### src/rtl/assert_macros.svh
// Assertion macros used by the top-level RTL file
`ifndef ASSERT_MACROS_SVH
`define ASSERT_MACROS_SVH

// Consequent must hold in the same cycle as the antecedent
`define ASSERT_IMP(lbl, ante, cons, msg) \
  lbl: assert property (@(posedge clk) disable iff (!rst_n) (ante) |-> (cons)) \
    else $error(msg);

// Consequent must hold in the cycle after the antecedent
`define ASSERT_NEXT(lbl, ante, cons, msg) \
  lbl: assert property (@(posedge clk) disable iff (!rst_n) (ante) |=> (cons)) \
    else $error(msg);

`endif

### src/rtl/ralg_pkg.sv
// Types, constants and the gamma table for the auto-level gamma pipeline
`timescale 1ns / 1ps

package ralg_pkg;

  localparam int unsigned PIX_W      = 8;
  localparam int unsigned NUM_CH     = 3;
  localparam int unsigned TDATA_W    = PIX_W * NUM_CH;
  localparam int unsigned CFG_ADDR_W = 3;
  localparam int unsigned DIV_STAGES = 4;
  localparam int unsigned DIV_BITS   = PIX_W / DIV_STAGES;
  localparam int unsigned PIPE_DEPTH = DIV_STAGES + 2;
  localparam int unsigned LUT_DEPTH  = 1 << PIX_W;

  localparam logic [PIX_W-1:0] LOW_RESET  = '0;
  localparam logic [PIX_W-1:0] HIGH_RESET = '1;
  localparam logic [PIX_W-1:0] PIX_MAX    = '1;

  // Channel slots, lowest tdata byte first
  localparam int unsigned CH_BLUE  = 0;
  localparam int unsigned CH_GREEN = 1;
  localparam int unsigned CH_RED   = 2;

  typedef enum logic [CFG_ADDR_W-1:0] {
    CFG_RED_LOW    = 3'd0,
    CFG_RED_HIGH   = 3'd1,
    CFG_GREEN_LOW  = 3'd2,
    CFG_GREEN_HIGH = 3'd3,
    CFG_BLUE_LOW   = 3'd4,
    CFG_BLUE_HIGH  = 3'd5
  } cfg_idx_t;

  typedef enum logic [1:0] {
    MODE_DIV  = 2'd0,
    MODE_ZERO = 2'd1,
    MODE_MAX  = 2'd2
  } ch_mode_t;

  typedef struct packed {
    logic [NUM_CH-1:0][PIX_W-1:0] lo;
    logic [NUM_CH-1:0][PIX_W-1:0] hi;
  } thr_t;

  typedef struct packed {
    ch_mode_t         mode;
    logic [PIX_W:0]   rem;
    logic [PIX_W-1:0] den;
    logic [PIX_W-1:0] quo;
  } chan_t;

  typedef chan_t [NUM_CH-1:0] pix_t;

  typedef logic [LUT_DEPTH-1:0][PIX_W-1:0] lut_t;

  // Largest y with y^20 <= s^9 * 2^88, i.e. floor(256*(s/256)^0.45)
  function automatic logic [PIX_W-1:0] gamma_entry(int unsigned s);
    logic [167:0] rhs;
    logic [167:0] p;
    int unsigned  lo;
    int unsigned  hi;
    int unsigned  mid;
    rhs = 168'd1;
    for (int i = 0; i < 9; i++) rhs = rhs * 168'(s);
    rhs = rhs << 88;
    lo = 0;
    hi = LUT_DEPTH - 1;
    while (lo < hi) begin
      mid = (lo + hi + 1) / 2;
      p = 168'd1;
      for (int k = 0; k < 20; k++) p = p * 168'(mid);
      if (p <= rhs) lo = mid;
      else hi = mid - 1;
    end
    return lo[PIX_W-1:0];
  endfunction

  function automatic lut_t build_gamma_lut();
    lut_t t;
    for (int s = 0; s < LUT_DEPTH; s++) t[s] = gamma_entry(s);
    return t;
  endfunction

  localparam lut_t GAMMA_LUT = build_gamma_lut();

endpackage

### src/rtl/ralg_prep.sv
// Entry stage: classify each channel against its thresholds, set up the division
`timescale 1ns / 1ps

module ralg_prep (
  input  logic                          clk,
  input  logic                          rst_n,
  input  logic                          ce,
  input  logic                          in_valid,
  input  logic [ralg_pkg::TDATA_W-1:0]  in_data,
  input  ralg_pkg::thr_t                thr,
  output logic                          valid_r,
  output ralg_pkg::pix_t                pix_r
);
  import ralg_pkg::*;

  pix_t pix_nxt;

  always_comb begin
    logic [PIX_W-1:0] x;
    for (int c = 0; c < NUM_CH; c++) begin
      x = in_data[c*PIX_W +: PIX_W];
      pix_nxt[c].rem = {1'b0, x - thr.lo[c]};
      pix_nxt[c].den = thr.hi[c] - thr.lo[c];
      pix_nxt[c].quo = '0;
      if (x <= thr.lo[c]) begin
        pix_nxt[c].mode = MODE_ZERO;
      end else if (x < thr.hi[c]) begin
        pix_nxt[c].mode = MODE_DIV;
      end else begin
        pix_nxt[c].mode = MODE_MAX;
      end
    end
  end

  always_ff @(posedge clk) begin
    if (!rst_n) begin
      valid_r <= 1'b0;
    end else if (ce) begin
      valid_r <= in_valid;
    end
  end

  always_ff @(posedge clk) begin
    if (ce && in_valid) begin
      pix_r <= pix_nxt;
    end
  end

endmodule

### src/rtl/ralg_div_stage.sv
// One divider stage: restoring division steps for all three channels
`timescale 1ns / 1ps

module ralg_div_stage (
  input  logic           clk,
  input  logic           rst_n,
  input  logic           ce,
  input  logic           in_valid,
  input  ralg_pkg::pix_t in_pix,
  output logic           valid_r,
  output ralg_pkg::pix_t pix_r
);
  import ralg_pkg::*;

  pix_t pix_nxt;

  always_comb begin
    logic [PIX_W:0] r2;
    pix_nxt = in_pix;
    for (int c = 0; c < NUM_CH; c++) begin
      for (int b = 0; b < DIV_BITS; b++) begin
        r2 = {pix_nxt[c].rem[PIX_W-1:0], 1'b0};
        if (r2 >= {1'b0, pix_nxt[c].den}) begin
          pix_nxt[c].rem = r2 - {1'b0, pix_nxt[c].den};
          pix_nxt[c].quo = {pix_nxt[c].quo[PIX_W-2:0], 1'b1};
        end else begin
          pix_nxt[c].rem = r2;
          pix_nxt[c].quo = {pix_nxt[c].quo[PIX_W-2:0], 1'b0};
        end
      end
    end
  end

  always_ff @(posedge clk) begin
    if (!rst_n) begin
      valid_r <= 1'b0;
    end else if (ce) begin
      valid_r <= in_valid;
    end
  end

  always_ff @(posedge clk) begin
    if (ce && in_valid) begin
      pix_r <= pix_nxt;
    end
  end

endmodule

### src/rtl/ralg_gamma.sv
// Output stage: gamma table lookup and clamping into the output register
`timescale 1ns / 1ps

module ralg_gamma (
  input  logic                          clk,
  input  logic                          rst_n,
  input  logic                          ce,
  input  logic                          in_valid,
  input  ralg_pkg::pix_t                in_pix,
  output logic                          valid_r,
  output logic [ralg_pkg::TDATA_W-1:0]  data_r
);
  import ralg_pkg::*;

  logic [TDATA_W-1:0] data_nxt;

  always_comb begin
    for (int c = 0; c < NUM_CH; c++) begin
      case (in_pix[c].mode)
        MODE_DIV:  data_nxt[c*PIX_W +: PIX_W] = GAMMA_LUT[in_pix[c].quo];
        MODE_ZERO: data_nxt[c*PIX_W +: PIX_W] = '0;
        MODE_MAX:  data_nxt[c*PIX_W +: PIX_W] = PIX_MAX;
        default:   data_nxt[c*PIX_W +: PIX_W] = PIX_MAX;
      endcase
    end
  end

  always_ff @(posedge clk) begin
    if (!rst_n) begin
      valid_r <= 1'b0;
    end else if (ce) begin
      valid_r <= in_valid;
    end
  end

  always_ff @(posedge clk) begin
    if (ce && in_valid) begin
      data_r <= data_nxt;
    end
  end

endmodule

### src/rtl/rgb_auto_level_gamma.sv
// Each pixel passes the prep, divider and gamma registers; each holds one pixel.
// Throughput: one pixel per clock unless out_tready stalls; bubbles collapse.
// The 8-bit quotient comes from 4 divider stages of 2 restoring steps each.
// Reset (rst_n low, synchronous) clears all stage valid bits and sets
// every low threshold to 0 and every high threshold to 255.
`timescale 1ns / 1ps

`include "assert_macros.svh"

module rgb_auto_level_gamma (
  input  logic                           clk,
  input  logic                           rst_n,
  input  logic                           in_tvalid,
  output logic                           in_tready,
  input  logic [ralg_pkg::TDATA_W-1:0]   in_tdata,   // blue_in, green_in, red_in
  output logic                           out_tvalid,
  input  logic                           out_tready,
  output logic [ralg_pkg::TDATA_W-1:0]   out_tdata,  // blue_out, green_out, red_out
  input  logic                           cfg_we,
  input  logic [ralg_pkg::CFG_ADDR_W-1:0] cfg_addr,
  input  logic [ralg_pkg::PIX_W-1:0]     cfg_wdata
);
  import ralg_pkg::*;

  thr_t                  thr_r;
  logic [PIPE_DEPTH-1:0] stage_v;
  logic [PIPE_DEPTH-1:0] stage_ce;
  pix_t                  stage_pix [DIV_STAGES+1];

  always_ff @(posedge clk) begin
    if (!rst_n) begin
      for (int c = 0; c < NUM_CH; c++) begin
        thr_r.lo[c] <= LOW_RESET;
        thr_r.hi[c] <= HIGH_RESET;
      end
    end else if (cfg_we) begin
      case (cfg_addr)
        CFG_RED_LOW:    thr_r.lo[CH_RED]   <= cfg_wdata;
        CFG_RED_HIGH:   thr_r.hi[CH_RED]   <= cfg_wdata;
        CFG_GREEN_LOW:  thr_r.lo[CH_GREEN] <= cfg_wdata;
        CFG_GREEN_HIGH: thr_r.hi[CH_GREEN] <= cfg_wdata;
        CFG_BLUE_LOW:   thr_r.lo[CH_BLUE]  <= cfg_wdata;
        CFG_BLUE_HIGH:  thr_r.hi[CH_BLUE]  <= cfg_wdata;
        default: ;
      endcase
    end
  end

  // Advance a stage when it is empty or its successor advances
  always_comb begin
    stage_ce[PIPE_DEPTH-1] = !stage_v[PIPE_DEPTH-1] || out_tready;
    for (int k = PIPE_DEPTH - 2; k >= 0; k--) begin
      stage_ce[k] = !stage_v[k] || stage_ce[k+1];
    end
  end

  assign in_tready  = stage_ce[0];
  assign out_tvalid = stage_v[PIPE_DEPTH-1];

  ralg_prep u_prep (
    .clk      (clk),
    .rst_n    (rst_n),
    .ce       (stage_ce[0]),
    .in_valid (in_tvalid),
    .in_data  (in_tdata),
    .thr      (thr_r),
    .valid_r  (stage_v[0]),
    .pix_r    (stage_pix[0])
  );

  for (genvar g = 0; g < DIV_STAGES; g++) begin : g_div
    ralg_div_stage u_div (
      .clk      (clk),
      .rst_n    (rst_n),
      .ce       (stage_ce[g+1]),
      .in_valid (stage_v[g]),
      .in_pix   (stage_pix[g]),
      .valid_r  (stage_v[g+1]),
      .pix_r    (stage_pix[g+1])
    );
  end

  ralg_gamma u_gamma (
    .clk      (clk),
    .rst_n    (rst_n),
    .ce       (stage_ce[PIPE_DEPTH-1]),
    .in_valid (stage_v[PIPE_DEPTH-2]),
    .in_pix   (stage_pix[DIV_STAGES]),
    .valid_r  (stage_v[PIPE_DEPTH-1]),
    .data_r   (out_tdata)
  );

  `ASSERT_IMP(a_stall_only_when_full, !in_tready, (stage_v == '1) && !out_tready, "input stalled with room in pipeline")
  `ASSERT_NEXT(a_transfer_enters, in_tvalid && in_tready, stage_v[0], "accepted pixel not held in entry stage")
  `ASSERT_IMP(a_rem_below_den, stage_v[0] && stage_pix[0][CH_RED].mode == MODE_DIV, stage_pix[0][CH_RED].rem < {1'b0, stage_pix[0][CH_RED].den}, "red dividend not below divisor")
  `ASSERT_NEXT(a_out_holds_when_blocked, out_tvalid && !out_tready, $stable(out_tdata) && (stage_v[PIPE_DEPTH-1] == 1'b1), "blocked result changed")

endmodule

### config.mk
export PLATFORM = sky130hd
export DESIGN_NAME = rgb_auto_level_gamma
export DESIGN_NICKNAME = d
export VERILOG_FILES = /design/src/rtl/ralg_pkg.sv /design/src/rtl/ralg_prep.sv /design/src/rtl/ralg_div_stage.sv /design/src/rtl/ralg_gamma.sv /design/src/rtl/rgb_auto_level_gamma.sv
export VERILOG_INCLUDE_DIRS = /design/src /design/src/rtl
export SDC_FILE = /design/constraint.sdc
export NUM_CORES = 1
export LEC_CHECK = 0
export BUFFER_PORTS_ARGS = -buffer_cell sky130_fd_sc_hd__buf_2
export CORE_MARGIN = 8
export CORE_UTILIZATION = 45
export DETAILED_ROUTE_END_ITERATION = 7
export SYNTH_ARGS = -nofsm -noshare
export SYNTH_HDL_FRONTEND = slang
export SYNTH_HIERARCHICAL = 1
export SYNTH_SLANG_ARGS = --single-unit
### constraint.sdc
create_clock -name clk -period 5.45 [get_ports clk]
set_input_delay 0 -clock clk [delete_from_list [all_inputs] [get_ports clk]]
set_output_delay 0 -clock clk [all_outputs]
set_load 0.02 [all_outputs]
Word-level counts from Yosys, hierarchy flattened
Memories as Yosys holds them, arrays and structs flattened. A register that Yosys moved wholly into a read port is not among the register bits.
Index checks and enable logic that the tools add are counted.
{ "classes": {"addsub": 27, "magnitude_cmp": 33, "n_eq_ne": 8, "n_mux": 57, "reduce_logical": 28} }
{ "ops": {"columns": ["operator", "count"], "rows": [
  ["$ge A9 B8 Y1", 24],
  ["$mux W8", 27],
  ["$sub A8 B8 Y8", 27],
  ["$pmux W8 S2", 3],
  ["$lt A8 B9 Y1 const B", 3],
  ["$le A8 B8 Y1", 3],
  ["$lt A8 B8 Y1", 3],
  ["$mux W1", 24],
  ["$reduce_and A2 Y1", 6],
  ["$eq A2 B1 Y1 const B", 3],
  ["$eq A3 B2 Y1 const B", 2],
  ["$eq A3 B3 Y1 const B", 2],
  ["$logic_and A1 B1 Y1", 6],
  ["$logic_not A1 Y1", 6],
  ["$logic_not A2 Y1", 3],
  ["$logic_or A1 B1 Y1", 6],
  ["$mux W2", 3],
  ["$eq A3 B1 Y1 const B", 1],
  ["$logic_not A3 Y1", 1]
]} }
{ "totals": {"regBits": 360, "romBits": 6144, "in_bits": 40, "output_inout_bits": 26, "word_cells": 229, "mem_count": 3} }
{ "mem_list": {"columns": ["name", "depth", "width", "rd", "rd_ports_with_merged_regs", "wr", "line", "text"], "rows": [
  ["(name not given)", 256, 8, 1, 1, 0, "ralg_gamma.sv:20", "MODE_DIV: data_nxt[c*PIX_W +: PIX_W] = GAMMA_LUT[in_pix[c].quo];"],
  ["(name not given)", 256, 8, 1, 1, 0, "ralg_gamma.sv:20", null],
  ["(name not given)", 256, 8, 1, 1, 0, "ralg_gamma.sv:20", null]
]} }

Longest topological paths before layout
Gate-level depths: netlist of run 1.
{ "logic_depth": {"ltp_word": 8, "depth_mapped": 18} }

Cells and area by module
The synthesis of run 1 kept the hierarchy.
{ "by_module_without_submodules": {"columns": ["module", "n_inst", "cells_per_inst", "area_each_um2"], "rows": [
  ["ralg_div_stage at g_div[0].u_div ...", 3, 442, 5134.9],
  ["ralg_gamma", 1, 871, 6387.4],
  ["ralg_div_stage at g_div[1].u_div", 1, 451, 5191.2],
  ["ralg_prep", 1, 406, 4239.1],
  ["rgb_auto_level_gamma", 1, 188, 1940.6]
]} }

Worst setup path after synthesis of run 1
OpenSTA, ideal clock, no wires.
{ "synth_path": {"path_kind": "register to register", "startpoint": "register g_div[0].u_div/pix_r[36] (netlist name)", "endpoint": "register g_div[1].u_div/pix_r[46] (netlist name), data pin", "setup_time_ns": 0.262, "arrival_time_ns": 3.866, "t_required_ns": 5.188, "setup_slack_ns": 1.322, "stages_incl_launch_ff": 17, "path_buffers": 1, "period_less_slack_ns": 4.128, "path_cell_list": "edfxtp_1 inv_1 ha_1 ha_1 o311ai_1 a21oi_1 nor4b_2 buf_2 mux2_2 ha_1 a21o_1 a21o_1 a41oi_1 o21ai_1 a211oi_2 inv_2 mux2_1"} }
{ "synth_lines": {"columns": ["item", "line", "text"], "rows": [
  ["from (decl)", "ralg_div_stage.sv:11", "output ralg_pkg::pix_t pix_r"],
  ["from (signal assigned)", "ralg_div_stage.sv:44", "pix_r <= pix_nxt;"],
  ["to (signal assigned)", "ralg_div_stage.sv:44", null],
  ["to (decl)", "ralg_div_stage.sv:11", null]
]} }

==> reports/results.txt, run 1 <==
Clk sinks: 360
Clock root cell: clkbuf_16
Residual DRC: 0
Min-Delay Path Class: in2reg
Max cap viols: 0
Sw Pwr: 2.520 mW
Remaining Overflow, GRT: 0
Status: completed
Pin count of the biggest net entering global routing: 78
Fin Clk Skew: 24.14 ps
Endpoints failing setup: 0
Worst reg2reg path depth: 16
Layout cell share with drive strength beyond 1: 0.1239
Max rail drop VDD: 0.0002320 V
Crit-path cells: inv_1 -> ha_1 -> nor2b_2 -> o211ai_2 -> a21boi_1 -> o31ai_2 -> and2_1 -> mux2_2 -> ha_1 -> o21a_1 -> o31a_1 -> o21ai_0 -> nor2b_1 -> o221a_2 -> nand2_4 -> mux2_4
Leading cell types in the layout, fill and taps excluded: edfxtp_1 (306), ha_1 (282), inv_1 (216), nor2_1 (186), a21oi_1 (177)
Row count: 93
Num CTS Buffers: 42
Diode count: 0
Starting Density: 0.4524
Die height: 269.9 um
Post-CTS Resized: 0
Initial DRC Count: 1618
Die area: 0.07283 mm2
Wire per inst: 17.67 um
Syn Nets: 3296
GRT Util Overall: 0.1795
Max Root-Sink Buffers: 3
Post-Syn Area per Cell: 9.812 um2
Nets: 3333
Max Clk Rate: 219.3 MHz
WL final: 68.59 mm
Synth Warn #: 6
Worst slew margin: 0.2335
Final Hold Fails: 0
Unrepaired setup endpoints after global routing: no
Switching Share: 0.2841
Tot Pwr: 8.869 mW
Reg-to-reg endpoint: g_div[1].u_div/pix_r[74]
Initial antenna violation count: 0
Commonest non-fill, non-tap cell in the layout: edfxtp_1
Leak: 12.80 nW
GPL Wtd Cong: 0.9042
CP max-delay cell: edfxtp_1
Routed Antenna Nets: 0
Chip Width: 269.9 um
# IOs: 66
Netlist Area Pre-Place: 0.02900 mm2
Setup tns final: 0 ps
Final period util: 0.8369
Number of global-route vias before repair: 22720
Hold buffer count at cts: 37
Area Overhead vs Synth: 10.03%
CP dominant cell by count: ha_1
Hold Path Depth: 3
First-pass GRT wire length: 113.0 mm
Mapped Cells: 2956
HP Start: in_tdata[4]
Core area: 0.06412 mm2
Slew @ Worst Pin: 1150 ps
Detail Placement HPWL: 50.63 mm
Int Pwr: 6.350 mW
DR pass1 iterations: 5
Worst r2r src: g_div[0].u_div/pix_r[63]
Sequential Power Share: 0.373
Largest fanout on the critical path: 8
Worst-path clk slew: 60 ps
Worst setup SP type: flop
R2R Setup Slk: 890 ps
Critical path capture point type: flop
Via density: 5.851
Final Max Slew Viols: 0
Worst-case hold path end point: u_prep/pix_r[20]
Data arrival, critical path: 4870 ps
Clock power frac: 0.357
H-Tree Depth: 2
Min Clock Period, post-route: 4561 ps
Postcts setup bufs: 0
CTS tree: built
Crit path largest cell delay: 400 ps
CP Data Required Time: 5760 ps
DR vias: 22710
Port buffer count: 65
Critical path class: reg2reg
PwrDens: 277.9 mW/mm2
Clk_lat worst skew: 570 ps
Comb pwr share: 0.269
worst max-delay path, delay by kind of cell, from the launching register on:
kind	cells	cell delay [ps]
AOI/OAI and AO/OA	7	1450
and+or+nand+nor	4	920
muxes	2	720
adders and majority gates	2	620
DFF	1	400
buffers and inverters	1	170
power by group through the flow:
stage          Clock (mW)  Combinational (mW)  Sequential, mW
2_1_floorplan           0                1.92            3.33
3_3_place_gp            0                2.28            3.36
3_5_place_dp            0                2.35            3.37
4_1_cts              3.27                2.39            3.31
5_1_grt              3.37                2.65            3.32
6_report             3.17                2.39            3.31
per-stage QoR:
stage / instances / setup WS, ps / hold WS [ps] / utilization / area (um2)
floorplan: 2956 / 1366 / 117.5 / - / 29000
global placement: 3767 / 995.6 / 324.8 / 0.4670 / 29940
detailed placement: 3767 / 895.2 / 336.0 / 0.4670 / 29940
CTS: 3882 / 856.8 / 10.12 / 0.4977 / 31910
global route: 3882 / 579.1 / 41.79 / 0.4977 / 31910
finish: 3882 / 889.2 / 41.80 / 0.4977 / 31910
registers in the layout (all words and copies together), names as in the netlist:
register,count
u_gamma/data_r,24
g_div.u_div/pix_r,228
u_gamma/valid_r,1
u_prep/pix_r,54
u_prep/valid_r,1
thr_r,48
g_div.u_div/valid_r,4
layer usage:
metal  track usage  vias to the layer above  share of wire
met2        0.3071                      641           0.48
met1        0.2306                    10840           0.45
met5             0                        -              0
met4       0.06275                        0          0.027
li1              -                    11100              -
met3       0.02452                      135          0.048
how the worst max path moves through the flow:
stage / slack [ps] / startpoint / cells after the start / to
after floorplan: 1370 / g_div[0].u_div/pix_r[36] / 16 / g_div[1].u_div/pix_r[46]
after global routing: 580 / g_div[0].u_div/pix_r[63] / 16 / g_div[1].u_div/pix_r[74]
final: 890 / g_div[0].u_div/pix_r[63] / 16 / g_div[1].u_div/pix_r[74]
after detailed placement: 900 / g_div[0].u_div/pix_r[63] / 16 / g_div[1].u_div/pix_r[74]
after CTS: 860 / g_div[0].u_div/pix_r[63] / 16 / g_div[1].u_div/pix_r[74]
after global placement: 1000 / g_div[0].u_div/pix_r[63] / 16 / g_div[1].u_div/pix_r[72]
layout make-up:
type                            instances  area [um2]
Clock buffer                           51        1211
Fill cell                            5773       32200
Timing Repair Buffer                  126       875.8
Inverter                              224       840.8
Sequential cell                       360       10270
Multi-Input combinational cell       2239       17250
Clock inverter                         27       392.9
Tap cell                              855        1070
No activity file was read; power rests on OpenSTA's default activity.
==> run 2: changes to the inputs <==
Clock period 5.45 ns to 4.5 ns, I/O delays scaled along.
==> reports/results.txt, run 2 (synthesized netlist as in run 1, its figures left out) <==
Dpl cell area: 0.03010 mm2 (+0.54%)
Final Hold Fails: 0 (unchanged)
Endpoints failing setup: 0 (unchanged)
Worst slack, placed: 143.3 ps (-751.9 ps)
Max Root-Sink Buffers: 3 (unchanged)
R2R Setup Slk: 280 ps (-610 ps)
Worst setup SP type: flop
Area Overhead vs Synth: 10.67%
CTS tree: built
Clk sinks: 360 (unchanged)
Die area: 0.07283 mm2 (unchanged)
Pin count of the biggest net entering global routing: 71 (-9.0%)
Leading cell types in the layout, fill and taps excluded: edfxtp_1 (306), ha_1 (280), inv_1 (215), nor2_1 (186), a21oi_1 (177)
Starting Density: 0.4524 (unchanged)
Slack of the critical path: 276.7 ps (-612.5 ps)
Core area: 0.06412 mm2 (unchanged)
Residual DRC: 0 (unchanged)
Initial antenna violation count: 1 (+1)
Final Max Slew Viols: 0 (unchanged)
DR pass1 iterations: 5 (unchanged)
H-Tree Depth: 2 (unchanged)
Max cap viols: 0 (unchanged)
Worst-path clk slew: 60 ps (about the same)
Initial DRC Count: 1666 (+3.0%)
First-pass GRT wire length: 112.7 mm (-0.24%)
Detail Placement HPWL: 51.42 mm (+1.6%)
PwrDens: 329.9 mW/mm2 (+19%)
Status: completed
Hold Slack: 45.26 ps (+3.463 ps)
Final period util: 0.9385 (+0.1017)
Nets: 3364 (+0.93%)
Clk_lat worst skew: 580 ps (about the same)
Data arrival, critical path: 4550 ps (-320 ps)
GPL Wtd Cong: 0.9256 (+2.4%)
Largest fanout on the critical path: 6 (-2)
Max Clk Rate: 236.8 MHz (+8.0%)
Num CTS Buffers: 44 (+4.8%)
Via density: 5.783 (-1.2%)
Crit-path leading delay family: compound AO/OA/AOI/OAI gates
Met3 usage: 0.02452 (unchanged)
Row count: 93 (unchanged)
Met1 global-route usage: 0.2330 (+0.002410)
Setup tns final: 0 ps (unchanged)
Diode count: 0 (unchanged)
Met2 Use GR: 0.3065 (-0.0005996)
# IOs: 66 (unchanged)
Remaining Overflow, GRT: 0 (unchanged)
WL final: 69.21 mm (+0.89%)
Fillers: 5759 (-0.24%)
Min-Delay Path Class: in2reg
Worst Path Buf+Inv: 4 (+3)
Critical path capture point type: flop
Storage element area: 0.01027 mm2 (unchanged)
Crit-path cells: inv_2 -> ha_1 -> nor2b_1 -> o311ai_2 -> a21oi_1 -> nor4b_2 -> bufbuf_16 -> mux2_2 -> ha_2 -> a21o_1 -> a21o_1 -> a41oi_1 -> o21ai_1 -> a211oi_2 -> buf_6 -> inv_2 -> mux2_1
Commonest non-fill, non-tap cell in the layout: edfxtp_1
Slew @ Worst Pin: 1161 ps (+11.60 ps)
Unrepaired setup endpoints after global routing: no
Clock root cell: clkbuf_16
Chip Width: 269.9 um (unchanged)
CP max-delay cell: edfxtp_1
Register name with the most flops: g_div.u_div/pix_r
Number of global-route vias before repair: 22380 (-1.5%)
Area taken by multi-input logic gates: 0.01727 mm2 (about the same)
Number of flip-flops in the largest register: 228 (unchanged)
GR peak layer: met2
Max rail drop VDD: 0.0002771 V (+19%)
Layout cell share with drive strength beyond 1: 0.1331 (+0.009165)
Finished Cell Area: 0.03210 mm2 (+0.58%)
Worst slew margin: 0.2257 (-0.007736)
Tot Pwr: 10.59 mW (+19%)
Fin Clk Skew: 41.91 ps (+17.77 ps)
Min Clock Period, post-route: 4223 ps (-337.5 ps)
Wire per inst: 17.68 um (about the same)
Port buffer count: 65 (unchanged)
Crit path largest cell delay: 430 ps (+30 ps)
Routed Antenna Nets: 0 (unchanged)
Die height: 269.9 um (unchanged)
Leak: 12.91 nW (+0.89%)
GRT Util Overall: 0.1800 (+0.0005147)
CP Data Required Time: 4830 ps (-930 ps)
DR vias: 22640 (-0.34%)
Critical path class: reg2reg
## run 2: cell count changes in the layout (fill, tap and decap cells not counted), sizes merged
cell / previous run / this run
buf: 89 / 113
bufinv: 8 / 2
clkinv: 11 / 13
clkbuf: 51 / 58
bufbuf: 0 / 1
inv: 227 / 230
dlygate4sd3: 37 / 40
clkinvlp: 5 / 3
## run 2: layout make-up
cell class,count,share of cell area
timing repair buffer,155,0.03543
clock inverter,24,0.007718
sequential,360,0.3199
clock buffer,57,0.03941
tap,855,0.03333
multi-input combinational,2239,0.5380
inverter,224,0.02619
## run 2: repair_timing
action                                  4_1_cts  5_1_grt
endpoints found under the hold margin        73        0
setup buffers                                 0        7
resized for setup                             0        8
endpoints found under the setup margin        0        9
hold buffers                                 40        0
## run 2: worst register-to-register path, stage by stage (launching register included)
cell and delay [ps]:
edfxtp_1 430, inv_2 120, ha_1 250, nor2b_1 170, o311ai_2 300, a21oi_1 110
nor4b_2 280, bufbuf_16 300, mux2_2 360, ha_2 310, a21o_1 190, a21o_1 180
a41oi_1 150, o21ai_1 110, a211oi_2 210, buf_6 160, inv_2 40, mux2_1 300
## run 2: power by group
part           switching (mW)  internal [mW]
clock                    1.46           2.14
combinational            1.54           1.44
sequential              0.102           3.90
total                    3.11           7.48
## run 2: path summary, 6_finish.rpt
| kind | from | to | cells past startpoint |
|---|---|---|---|
| max | g_div[0].u_div/pix_r[36] | g_div[1].u_div/pix_r[46] | 17 |
| min | in_tdata[4] | u_prep/pix_r[20] | 3 |
| max reg2reg | g_div[0].u_div/pix_r[36] | g_div[1].u_div/pix_r[46] | 17 |
| min reg2reg | g_div[2].u_div/pix_r[54] | g_div[3].u_div/pix_r[56] | 0 |
## run 2: through the flow
step | util | cells
floorplan | - | 2956
CTS | 0.4993 | 3906
global route | 0.5006 | 3914
detailed placement | 0.4694 | 3785
global placement | 0.4694 | 3785
finish | 0.5006 | 3914
## run 2: metal layers
metal | up-vias | part of all wire
met5 | - | 0
met4 | 0 | 0.026
met3 | 129 | 0.050
met2 | 624 | 0.48
met1 | 10730 | 0.45
li1 | 11150 | -
